<file path="src/hdl/ibrm_pkg.sv">
// package: item types, opcodes, configuration codes and reset values
package ibrm_pkg;

  localparam int REGISTER_COUNT_DEFAULT = 6;

  localparam int CFG_INDEX_W = 2;
  localparam int CFG_DATA_W  = 16;

  localparam logic [CFG_INDEX_W-1:0] CFG_POINTER_REGISTER = 2'd0;
  localparam logic [CFG_INDEX_W-1:0] CFG_PROGRAM_LENGTH   = 2'd1;
  localparam logic [CFG_INDEX_W-1:0] CFG_WATCH_REGISTER   = 2'd2;

  localparam logic [2:0]  POINTER_REGISTER_RESET = 3'd0;
  localparam logic [15:0] PROGRAM_LENGTH_RESET   = 16'd32;
  localparam logic [2:0]  WATCH_REGISTER_RESET   = 3'd5;

  localparam logic MODE_EXECUTE = 1'b0;
  localparam logic MODE_LOAD    = 1'b1;

  localparam logic [3:0] OP_ADDR = 4'd0;
  localparam logic [3:0] OP_ADDI = 4'd1;
  localparam logic [3:0] OP_MULR = 4'd2;
  localparam logic [3:0] OP_MULI = 4'd3;
  localparam logic [3:0] OP_BANR = 4'd4;
  localparam logic [3:0] OP_BANI = 4'd5;
  localparam logic [3:0] OP_BORR = 4'd6;
  localparam logic [3:0] OP_BORI = 4'd7;
  localparam logic [3:0] OP_SETR = 4'd8;
  localparam logic [3:0] OP_SETI = 4'd9;
  localparam logic [3:0] OP_GTIR = 4'd10;
  localparam logic [3:0] OP_GTRI = 4'd11;
  localparam logic [3:0] OP_GTRR = 4'd12;
  localparam logic [3:0] OP_EQIR = 4'd13;
  localparam logic [3:0] OP_EQRI = 4'd14;
  localparam logic [3:0] OP_EQRR = 4'd15;

  typedef struct packed {
    logic              mode;
    logic [3:0]        opcode;
    logic signed [31:0] operand_a;
    logic signed [31:0] operand_b;
    logic [2:0]        operand_c;
  } in_t;

  typedef struct packed {
    logic signed [31:0] next_pointer;
    logic              halted;
    logic              bad_index;
    logic signed [31:0] written_value;
    logic signed [31:0] watched_value;
  } out_t;

endpackage

</file>
<file path="src/hdl/ip_bound_register_machine_step.sv">
// top level: toy cpu execute step with register file and bound instruction pointer
// throughput: one item per cycle while out_ready does not stall the result side;
// the register file read, alu and write-back share one execute stage between
// the input register and the result register
// reset: register file cleared, pointer register 0, program length 32, watch 5
// reset empties both stages; configuration writes take effect at the next edge
module ip_bound_register_machine_step #(
  parameter int REGISTER_COUNT = ibrm_pkg::REGISTER_COUNT_DEFAULT
) (
  input  logic                             clk,
  input  logic                             rst,
  input  logic                             cfg_write,
  input  logic [ibrm_pkg::CFG_INDEX_W-1:0] cfg_index,
  input  logic [ibrm_pkg::CFG_DATA_W-1:0]  cfg_data,
  input  logic                             in_valid,
  output logic                             in_ready,
  input  ibrm_pkg::in_t                    in_item,
  output logic                             out_valid,
  input  logic                             out_ready,
  output ibrm_pkg::out_t                   out_item
);

  localparam int IDX_W = (REGISTER_COUNT > 1) ? $clog2(REGISTER_COUNT) : 1;
  localparam logic [31:0] REG_COUNT32 = 32'(REGISTER_COUNT);

  logic [2:0]  pointer_register;
  logic [15:0] program_length;
  logic [2:0]  watch_register;

  logic          s1_valid;
  ibrm_pkg::in_t s1_item;
  logic [REGISTER_COUNT-1:0][31:0] rf;
  logic [REGISTER_COUNT-1:0][31:0] rf_next;

  logic advance;
  logic a_reg, b_reg;
  logic a_ok, b_ok, c_ok, ptr_ok, watch_ok, bad;
  logic [31:0] c_ext, ptr_ext, watch_ext;
  logic [IDX_W-1:0] a_idx, b_idx, c_idx, p_idx, w_idx;
  logic [31:0] ra, rb, alu_val, write_val, inc_val, ptr_now;
  ibrm_pkg::out_t result;

  assign advance  = s1_valid && (!out_valid || out_ready);
  assign in_ready = !s1_valid || advance;

  always_comb begin
    case (s1_item.opcode)
      ibrm_pkg::OP_ADDR, ibrm_pkg::OP_MULR, ibrm_pkg::OP_BANR, ibrm_pkg::OP_BORR,
      ibrm_pkg::OP_GTRR, ibrm_pkg::OP_EQRR: begin
        a_reg = 1'b1;
        b_reg = 1'b1;
      end
      ibrm_pkg::OP_ADDI, ibrm_pkg::OP_MULI, ibrm_pkg::OP_BANI, ibrm_pkg::OP_BORI,
      ibrm_pkg::OP_SETR, ibrm_pkg::OP_GTRI, ibrm_pkg::OP_EQRI: begin
        a_reg = 1'b1;
        b_reg = 1'b0;
      end
      ibrm_pkg::OP_GTIR, ibrm_pkg::OP_EQIR: begin
        a_reg = 1'b0;
        b_reg = 1'b1;
      end
      default: begin
        a_reg = 1'b0;
        b_reg = 1'b0;
      end
    endcase
  end

  assign c_ext     = {29'b0, s1_item.operand_c};
  assign ptr_ext   = {29'b0, pointer_register};
  assign watch_ext = {29'b0, watch_register};

  assign a_ok     = $unsigned(s1_item.operand_a) < REG_COUNT32;
  assign b_ok     = $unsigned(s1_item.operand_b) < REG_COUNT32;
  assign c_ok     = c_ext < REG_COUNT32;
  assign ptr_ok   = ptr_ext < REG_COUNT32;
  assign watch_ok = watch_ext < REG_COUNT32;

  assign a_idx = s1_item.operand_a[IDX_W-1:0];
  assign b_idx = s1_item.operand_b[IDX_W-1:0];
  assign c_idx = c_ext[IDX_W-1:0];
  assign p_idx = ptr_ext[IDX_W-1:0];
  assign w_idx = watch_ext[IDX_W-1:0];

  assign bad = !c_ok || !ptr_ok ||
               ((s1_item.mode == ibrm_pkg::MODE_EXECUTE) &&
                ((a_reg && !a_ok) || (b_reg && !b_ok)));

  assign ra = a_ok ? rf[a_idx] : 32'b0;
  assign rb = b_ok ? rf[b_idx] : 32'b0;

  ibrm_alu u_alu (
    .opcode (s1_item.opcode),
    .ra     (ra),
    .rb     (rb),
    .ia     (s1_item.operand_a),
    .ib     (s1_item.operand_b),
    .result (alu_val)
  );

  assign write_val = (s1_item.mode == ibrm_pkg::MODE_LOAD) ? s1_item.operand_a : alu_val;
  // pointer increment sees the destination write first
  assign inc_val = ((c_idx == p_idx) ? write_val : rf[p_idx]) + 32'd1;

  always_comb begin
    for (int i = 0; i < REGISTER_COUNT; i++) begin
      rf_next[i] = rf[i];
      if (!bad && c_idx == IDX_W'(i)) begin
        rf_next[i] = write_val;
      end
      if (!bad && s1_item.mode == ibrm_pkg::MODE_EXECUTE && p_idx == IDX_W'(i)) begin
        rf_next[i] = inc_val;
      end
    end
  end

  assign ptr_now = ptr_ok ? rf_next[p_idx] : 32'b0;

  always_comb begin
    result.next_pointer  = ptr_now;
    result.halted        = ptr_now[31] || (ptr_now >= {16'b0, program_length});
    result.bad_index     = bad;
    result.written_value = bad ? 32'sb0 : write_val;
    result.watched_value = watch_ok ? rf_next[w_idx] : 32'b0;
  end

  always_ff @(posedge clk) begin
    if (rst) begin
      pointer_register <= ibrm_pkg::POINTER_REGISTER_RESET;
      program_length   <= ibrm_pkg::PROGRAM_LENGTH_RESET;
      watch_register   <= ibrm_pkg::WATCH_REGISTER_RESET;
    end else if (cfg_write) begin
      case (cfg_index)
        ibrm_pkg::CFG_POINTER_REGISTER: pointer_register <= cfg_data[2:0];
        ibrm_pkg::CFG_PROGRAM_LENGTH:   program_length   <= cfg_data;
        ibrm_pkg::CFG_WATCH_REGISTER:   watch_register   <= cfg_data[2:0];
        default: ;
      endcase
    end
  end

  always_ff @(posedge clk) begin
    if (rst) begin
      s1_valid  <= 1'b0;
      out_valid <= 1'b0;
      rf        <= '0;
    end else begin
      if (in_valid && in_ready) begin
        s1_valid <= 1'b1;
      end else if (advance) begin
        s1_valid <= 1'b0;
      end
      if (advance) begin
        out_valid <= 1'b1;
        rf        <= rf_next;
      end else if (out_ready) begin
        out_valid <= 1'b0;
      end
    end
  end

  always_ff @(posedge clk) begin
    if (in_valid && in_ready) begin
      s1_item <= in_item;
    end
    if (advance) begin
      out_item <= result;
    end
  end

  a_bad_writes_zero: assert property (@(posedge clk) disable iff (rst)
    out_valid && out_item.bad_index |-> out_item.written_value == 32'sb0)
    else $error("bad index item reports a nonzero written value");

  a_idle_rf_holds: assert property (@(posedge clk) disable iff (rst)
    !advance |=> $stable(rf))
    else $error("register file changed without an item");

  a_bad_rf_holds: assert property (@(posedge clk) disable iff (rst)
    advance && bad |=> $stable(rf))
    else $error("register file changed on a bad index item");

  a_halted_match: assert property (@(posedge clk) disable iff (rst)
    out_valid |-> out_item.halted == (out_item.next_pointer[31] ||
      ($unsigned(out_item.next_pointer) >= {16'b0, program_length})))
    else $error("halted flag disagrees with next pointer");

endmodule

</file>
<file path="src/hdl/ibrm_alu.sv">
// alu: evaluates one of the sixteen opcodes on register and immediate operands
module ibrm_alu (
  input  logic [3:0]  opcode,
  input  logic [31:0] ra,
  input  logic [31:0] rb,
  input  logic [31:0] ia,
  input  logic [31:0] ib,
  output logic [31:0] result
);

  always_comb begin
    case (opcode)
      ibrm_pkg::OP_ADDR: result = ra + rb;
      ibrm_pkg::OP_ADDI: result = ra + ib;
      ibrm_pkg::OP_MULR: result = ra * rb;
      ibrm_pkg::OP_MULI: result = ra * ib;
      ibrm_pkg::OP_BANR: result = ra & rb;
      ibrm_pkg::OP_BANI: result = ra & ib;
      ibrm_pkg::OP_BORR: result = ra | rb;
      ibrm_pkg::OP_BORI: result = ra | ib;
      ibrm_pkg::OP_SETR: result = ra;
      ibrm_pkg::OP_SETI: result = ia;
      ibrm_pkg::OP_GTIR: result = {31'b0, $signed(ia) > $signed(rb)};
      ibrm_pkg::OP_GTRI: result = {31'b0, $signed(ra) > $signed(ib)};
      ibrm_pkg::OP_GTRR: result = {31'b0, $signed(ra) > $signed(rb)};
      ibrm_pkg::OP_EQIR: result = {31'b0, ia == rb};
      ibrm_pkg::OP_EQRI: result = {31'b0, ra == ib};
      ibrm_pkg::OP_EQRR: result = {31'b0, ra == rb};
      default:           result = 32'b0;
    endcase
  end

endmodule

</file>
<file path="config.mk">
export PLATFORM = sky130hd
export DESIGN_NAME = ip_bound_register_machine_step
export DESIGN_NICKNAME = d
export VERILOG_FILES = /design/src/hdl/ibrm_pkg.sv /design/src/hdl/ip_bound_register_machine_step.sv /design/src/hdl/ibrm_alu.sv
export SDC_FILE = /design/constraint.sdc
export NUM_CORES = 2
export LEC_CHECK = 0
export BUFFER_PORTS_ARGS = -buffer_cell sky130_fd_sc_hd__buf_2
export CAP_MARGIN = 20
export CORE_UTILIZATION = 50
export DETAILED_ROUTE_END_ITERATION = 8
export PLACE_DENSITY = 0.71
export SETUP_SLACK_MARGIN = 0.3
export SYNTH_ARGS = -nofsm -noshare
export SYNTH_HDL_FRONTEND = slang
export SYNTH_SLANG_ARGS = --single-unit
export TNS_END_PERCENT = 100
</file>
<file path="constraint.sdc">
create_clock -name clk -period 14.6 [get_ports clk]
set_input_delay 2.19 -clock clk [delete_from_list [all_inputs] [get_ports clk]]
set_output_delay 2.19 -clock clk [all_outputs]
set_load 0.1 [all_outputs]
</file>
Word level (Yosys, flattened, before mapping)
Memory sizes are Yosys's and may differ from the RTL's. A register that Yosys moved wholly into a read port is not among the register bits.
Index checks and enable logic that the tools add are counted.
- bits in registers: 386
- bits in read-only memories: 32
- input bits: 95
- output and inout bits: 100
- memories: 1
- memories (name ; words ; width ; read ports ; clocked after memory_dff ; write ports ; RTL line ; text):
    (name not given) ; 16 ; 2 ; 1 ; 1 ; 0 ; ip_bound_register_machine_step.sv:47 ; case (s1_item.opcode)
- add/subtract/negate cells: 3
- multipliers: 2
- $lt $le $gt $ge: 13
- equality and inequality tests: 31
- muxes and demuxes: 33
- bitwise gates (word level): 5
- reduce and logical (&&, ||, !) cells: 40
- operators by type and width (operator ; count):
    $mux W32 ; 22
    $pmux W32 S16 ; 1
    $bmux W32 S3 ; 5
    $eq A32 B32 Y1 ; 3
    $gt A32 B32 Y1 ; 3
    $add A32 B32 Y32 ; 2
    $and A32 B32 Y32 ; 2
    $lt A32 B3 Y1 const B ; 2
    $mul A32 B32 Y32 ; 2
    $or A32 B32 Y32 ; 2
    $add A32 B1 Y32 const B ; 1
    $eq A4 B4 Y1 const B ; 8
    $ge A32 B16 Y1 ; 1
    $logic_and A1 B1 Y1 ; 18
    $eq A4 B3 Y1 const B ; 4
    $lt A3 B4 Y1 const B ; 4
    $eq A3 B2 Y1 const B ; 4
    $eq A3 B3 Y1 const B ; 4
    $lt A3 B3 Y1 const B ; 3
    $eq A4 B2 Y1 const B ; 2
    $logic_not A1 Y1 ; 7
    $eq A3 B1 Y1 const B ; 2
    $logic_not A3 Y1 ; 2
    $logic_or A1 B1 Y1 ; 6
    11 further kinds ; 17

Longest topological paths before layout
- depth in word-level cells: 15
- gate-level depth with buffers: 51
- gate-level depth less buffers: 43

Cells and area by module
Synthesis repeated with hierarchy kept, for this count alone.
- cell total of the unflattened synthesis: 7283
- area total of the unflattened synthesis: 64456.8 um^2
- by module, submodules not included (module ; times used ; cells an instance ; area an instance (um^2) ; sequential area each (um^2)):
    ibrm_alu ; 1 ; 4359 ; 37468.4 ; 0.0
    ip_bound_register_machine_step ; 1 ; 2924 ; 26988.4 ; 9469.1

Worst setup path after synthesis
No wires, ideal clock.
- path type: register -> register
- from: reg s1_item, in the netlist a_idx[2]
- to: reg out_item[65] in the netlist's numbering (data pin)
- setup time: 273 ps
- arrival time: 10814 ps
- data required time: 14327 ps
- setup slack: 3513 ps
- cell stages (with the launch flop): 47
- path buffers: 5
- period minus slack after synthesis: 11087 ps
- path through: edfxtp_1 > buf_2 > nand2b_1 > clkbuf_1 > nor2_1 > o311ai_2 > inv_2 > clkbuf_1 > buf_1 > ha_1 > fa_1 > inv_1 > fa_1 > fa_1 > inv_1 > fa_1 > ha_1 > ha_1 > [11 not listed] > o221a_2 > clkbuf_1 > a32oi_1 > a2111oi_4 > xor2_1 > nor2_1 > a21oi_1 > mux4_2 > o22ai_1 > ha_1 > o21ai_0 > nand2b_1 > a21oi_1 > a21oi_1 > or4_1 > or4_1 > nor4_2 > nand4_1
- RTL lines (element ; RTL line ; text):
    start: declaration ; ip_bound_register_machine_step.sv:31 ; ibrm_pkg::in_t s1_item;
    start signal: assignment ; ip_bound_register_machine_step.sv:164 ; s1_item <= in_item;
    end signal: assignment ; ip_bound_register_machine_step.sv:167 ; out_item <= result;
    end: declaration ; ip_bound_register_machine_step.sv:20 ; output ibrm_pkg::out_t out_item

==> results.md <==
* Max_cap viols at 0
* Largest family of logic cells by synthesized area: adder cells
* Critical path startpoint category: register
* CTS resizes at 0
* CP Max Fanout at 20
* Synth Area in Compound Gates at 15.36%
* Vias in the first global route at 63114
* Pint at ~2.2 mW
* Post-synth cell types at 123
* Vias per cell at around 6.6
* Drt first pass iters at 9
* Worst slew pin tran at approximately 1.4 ns
* Pwr dens at 49.95 mW/mm2
* Cell taking the most area after synthesis: fa_1
* Initial antenna violation count at 23
* GPL Wtd Cong at between 1 and 1.5
* Die Height at 363.8 um
* # rows at 132
* Most common cell in the netlist: nor2_1
* Status: completed
* Crit path max-delay cell type: or3_1
* Maximum VDD drop at 103.0 uV
* Final count of hold timing violations at 0
* Fin Clk Skew at 0.07630 ns
* Min Hold Slack at around 0.46 ns
* Clk pwr share at 39.4%
* LEAKAGE at 31.05 nW
* Post-synth top flop: dfxtp_1
* Layout cell share with drive strength beyond 1 at 12.27%
* Gr usage total at about half
* Top flop regs: rf x192, out_item x98, s1_item x63
* Synth Register Bits at 388
* Pin count of the biggest net entering global routing at 138
* Final min period at 13.78 ns
* H-tree Lvls at 2
* Number of flip-flops in the largest register at 192
* Syn_area_per_cell at about 8.3 um2
* Placed insts at 9665
* CTS root buffer: clkbuf_16
* # port buffers at roughly 190
* Comb pwr share at 25.1%
* Ranking of synthesized cells by area: fa_1 25%, ha_1 8.1%, edfxtp_1 7.8%, dfxtp_1 6.7%, nor2_1 6.2%
* # IOs at 195
* Crit path kind: reg2reg
* CP Capture Type: register
* Syn nets at 9246
* Antenna Nets Post-Route at 0
* CTS sink cnt at 388
* Post-CTS Setup Inserts at 0
* Async S/R FF share, synth at 0%
* EDFF count, synth at 170
* Final net count at 9316
* Biggest register: rf
* Hold WC Path Type: reg2reg
* Critical Path RT at 14.97 ns
* DRC Markers at 0
* Sw power at roughly 1.4 mW
* Fin crit share at 94.41%
* Seq pwr share at a little over a third
* Commonest cells in the netlist: 1084 x nor2_1, 1051 x nand2_1, 957 x inv_1
* DPL Wire Length at 257000 um
* Crit path DAT at 14.15 ns
* Slew HR at just over 7%
* DRT iter0 DRCs at 8919
* Routed wire per std cell at 34.35 um
* Switching share of power at 38.45%
* Synthesized-area fraction occupied by adder cells at 33.11%
* Post-synthesis sequential area ratio at 14.46%
* First-pass GRT wire length at 468800 um
* Slowest stage delay, CP at 0.82 ns
* Pwr Total at 3.554 mW
* Total CTS buffers at about 50
* Grt ovf at 0
* Post-Synth XOR/XNOR Area at 2.538%
* # fillers at around 12000
* RSZ-0062 raised after global routing: false
* Final setup fails at 0
* Layout area overhead at 8.675%
* Mapped cell area at 0.06546 mm2
* Setup TNS at 0 ns
* Fin cells at 9773
* Max Clock Freq at 0.07255 GHz
* Worst-path clk slew at 0.06 ns
* Pins Over Slew Limit at 0
* Die area at 0.1324 mm2
* Most frequent CP cell: fa_1
* Share of the synthesized area in the top cell type at 24.98%
* Die X at 363.8 um
* CTS tree: done
* Hold Buf Count CTS at 0
* Initial Util at between 50% and 60%
* Core area at 0.1296 mm2
* Yosys warning count at 0
* Multiplexer share of the synthesized area at under 10%
* DR vias at 64534
* Synth Area in Simple Gates at 16.99%
* Mapped Cells at 7909
* Clk_lat worst skew at 0.73 ns
* Clk buf depth at 3
* Total routed wirelength at 335800 um
[worst max-delay path: cells and delay by family, from the launching register on]
family | cells | cell delay (ns)
adder cells (fa/ha/maj) | 9 | 4.39
AO/OA/AOI/OAI | 11 | 3.63
buffers and inverters | 9 | 2.33
AND/OR/NAND/NOR | 7 | 2.30
flip-flops | 1 | 0.53
XOR/XNOR | 1 | 0.17
[per-stage QoR]
step	cell area, um2	worst slack, ns	util (%)
floorplan	65460	3.513	-
global placement	69300	1.405	53.45
detailed placement	69320	1.403	53.47
CTS	71090	1.252	54.83
global route	71120	0.6367	54.86
finish	71140	0.8168	54.87
[logic make-up (layout without fill, tap and decap cells)]
family	Yosys count	after routing
XOR/XNOR	173	173
AND/OR/NAND/NOR	2614	2614
AO/OA/AOI/OAI	1565	1565
flip-flops	388	388
other	0	9
buffers and inverters	1513	1626
adder cells (fa/ha/maj)	1242	1242
multiplexers	414	414
[area by class of cell]
cell class / count / area, um2 / area share [%]
Multi-Input combinational cell: 6008 / 50330 / 70.75
Sequential cell: 388 / 9482 / 13.33
Inverter: 985 / 3709 / 5.213
Timing Repair Buffer: 545 / 3649 / 5.128
Tap cell: 1742 / 2180 / 3.064
Clock buffer: 58 / 1333 / 1.873
Clock inverter: 38 / 439.2 / 0.6173
Antenna cell: 9 / 22.52 / 0.03166
[cell usage in the layout (no fill, tap or decap), types with 49 or more instances in the layout]
cell,n
o21ai_0,312
o211ai_1,64
buf_4,345
mux4_2,107
a211oi_1,147
fa_1,817
o22ai_1,62
mux2i_1,207
nor2_1,1081
inv_1,954
mux2_2,97
clkbuf_16,51
edfxtp_1,170
a21oi_1,532
nor3_1,99
dfxtp_1,214
nand2_1,1049
xnor2_1,113
xor2_1,49
nand3_1,55
a21o_1,64
buf_2,195
ha_1,425
[per-layer routing]
layer / vias to the layer above / GRT usage [%] / wire length [um]
li1: 26549 / - / -
met1: 31341 / 62.09 / 119800
met2: 5173 / 72.90 / 138600
met3: 1455 / 14.54 / 43270
met4: 16 / 41.32 / 34010
met5: - / 0 / 107
[path summary, 6_finish.rpt]
check / slack [ns] / depth (start not counted) / startpoint / to
max: 0.82 / 37 / a_idx[2] / out_item[65]
min: 0.46 / 2 / program_length[7] / program_length[7]
max reg2reg: 0.82 / 37 / a_idx[2] / out_item[65]
min reg2reg: 0.46 / 2 / program_length[7] / program_length[7]
[power groups by stage]
stage	Sequential, mW	Combinational [mW]	Clock, mW
2_1_floorplan	1.35	0.426	0
5_1_grt	1.26	0.906	1.43
3_5_place_dp	1.28	0.846	0
6_report	1.26	0.891	1.40
3_3_place_gp	1.28	0.848	0
4_1_cts	1.26	0.851	1.40
Power figures use the tool's default switching activity.
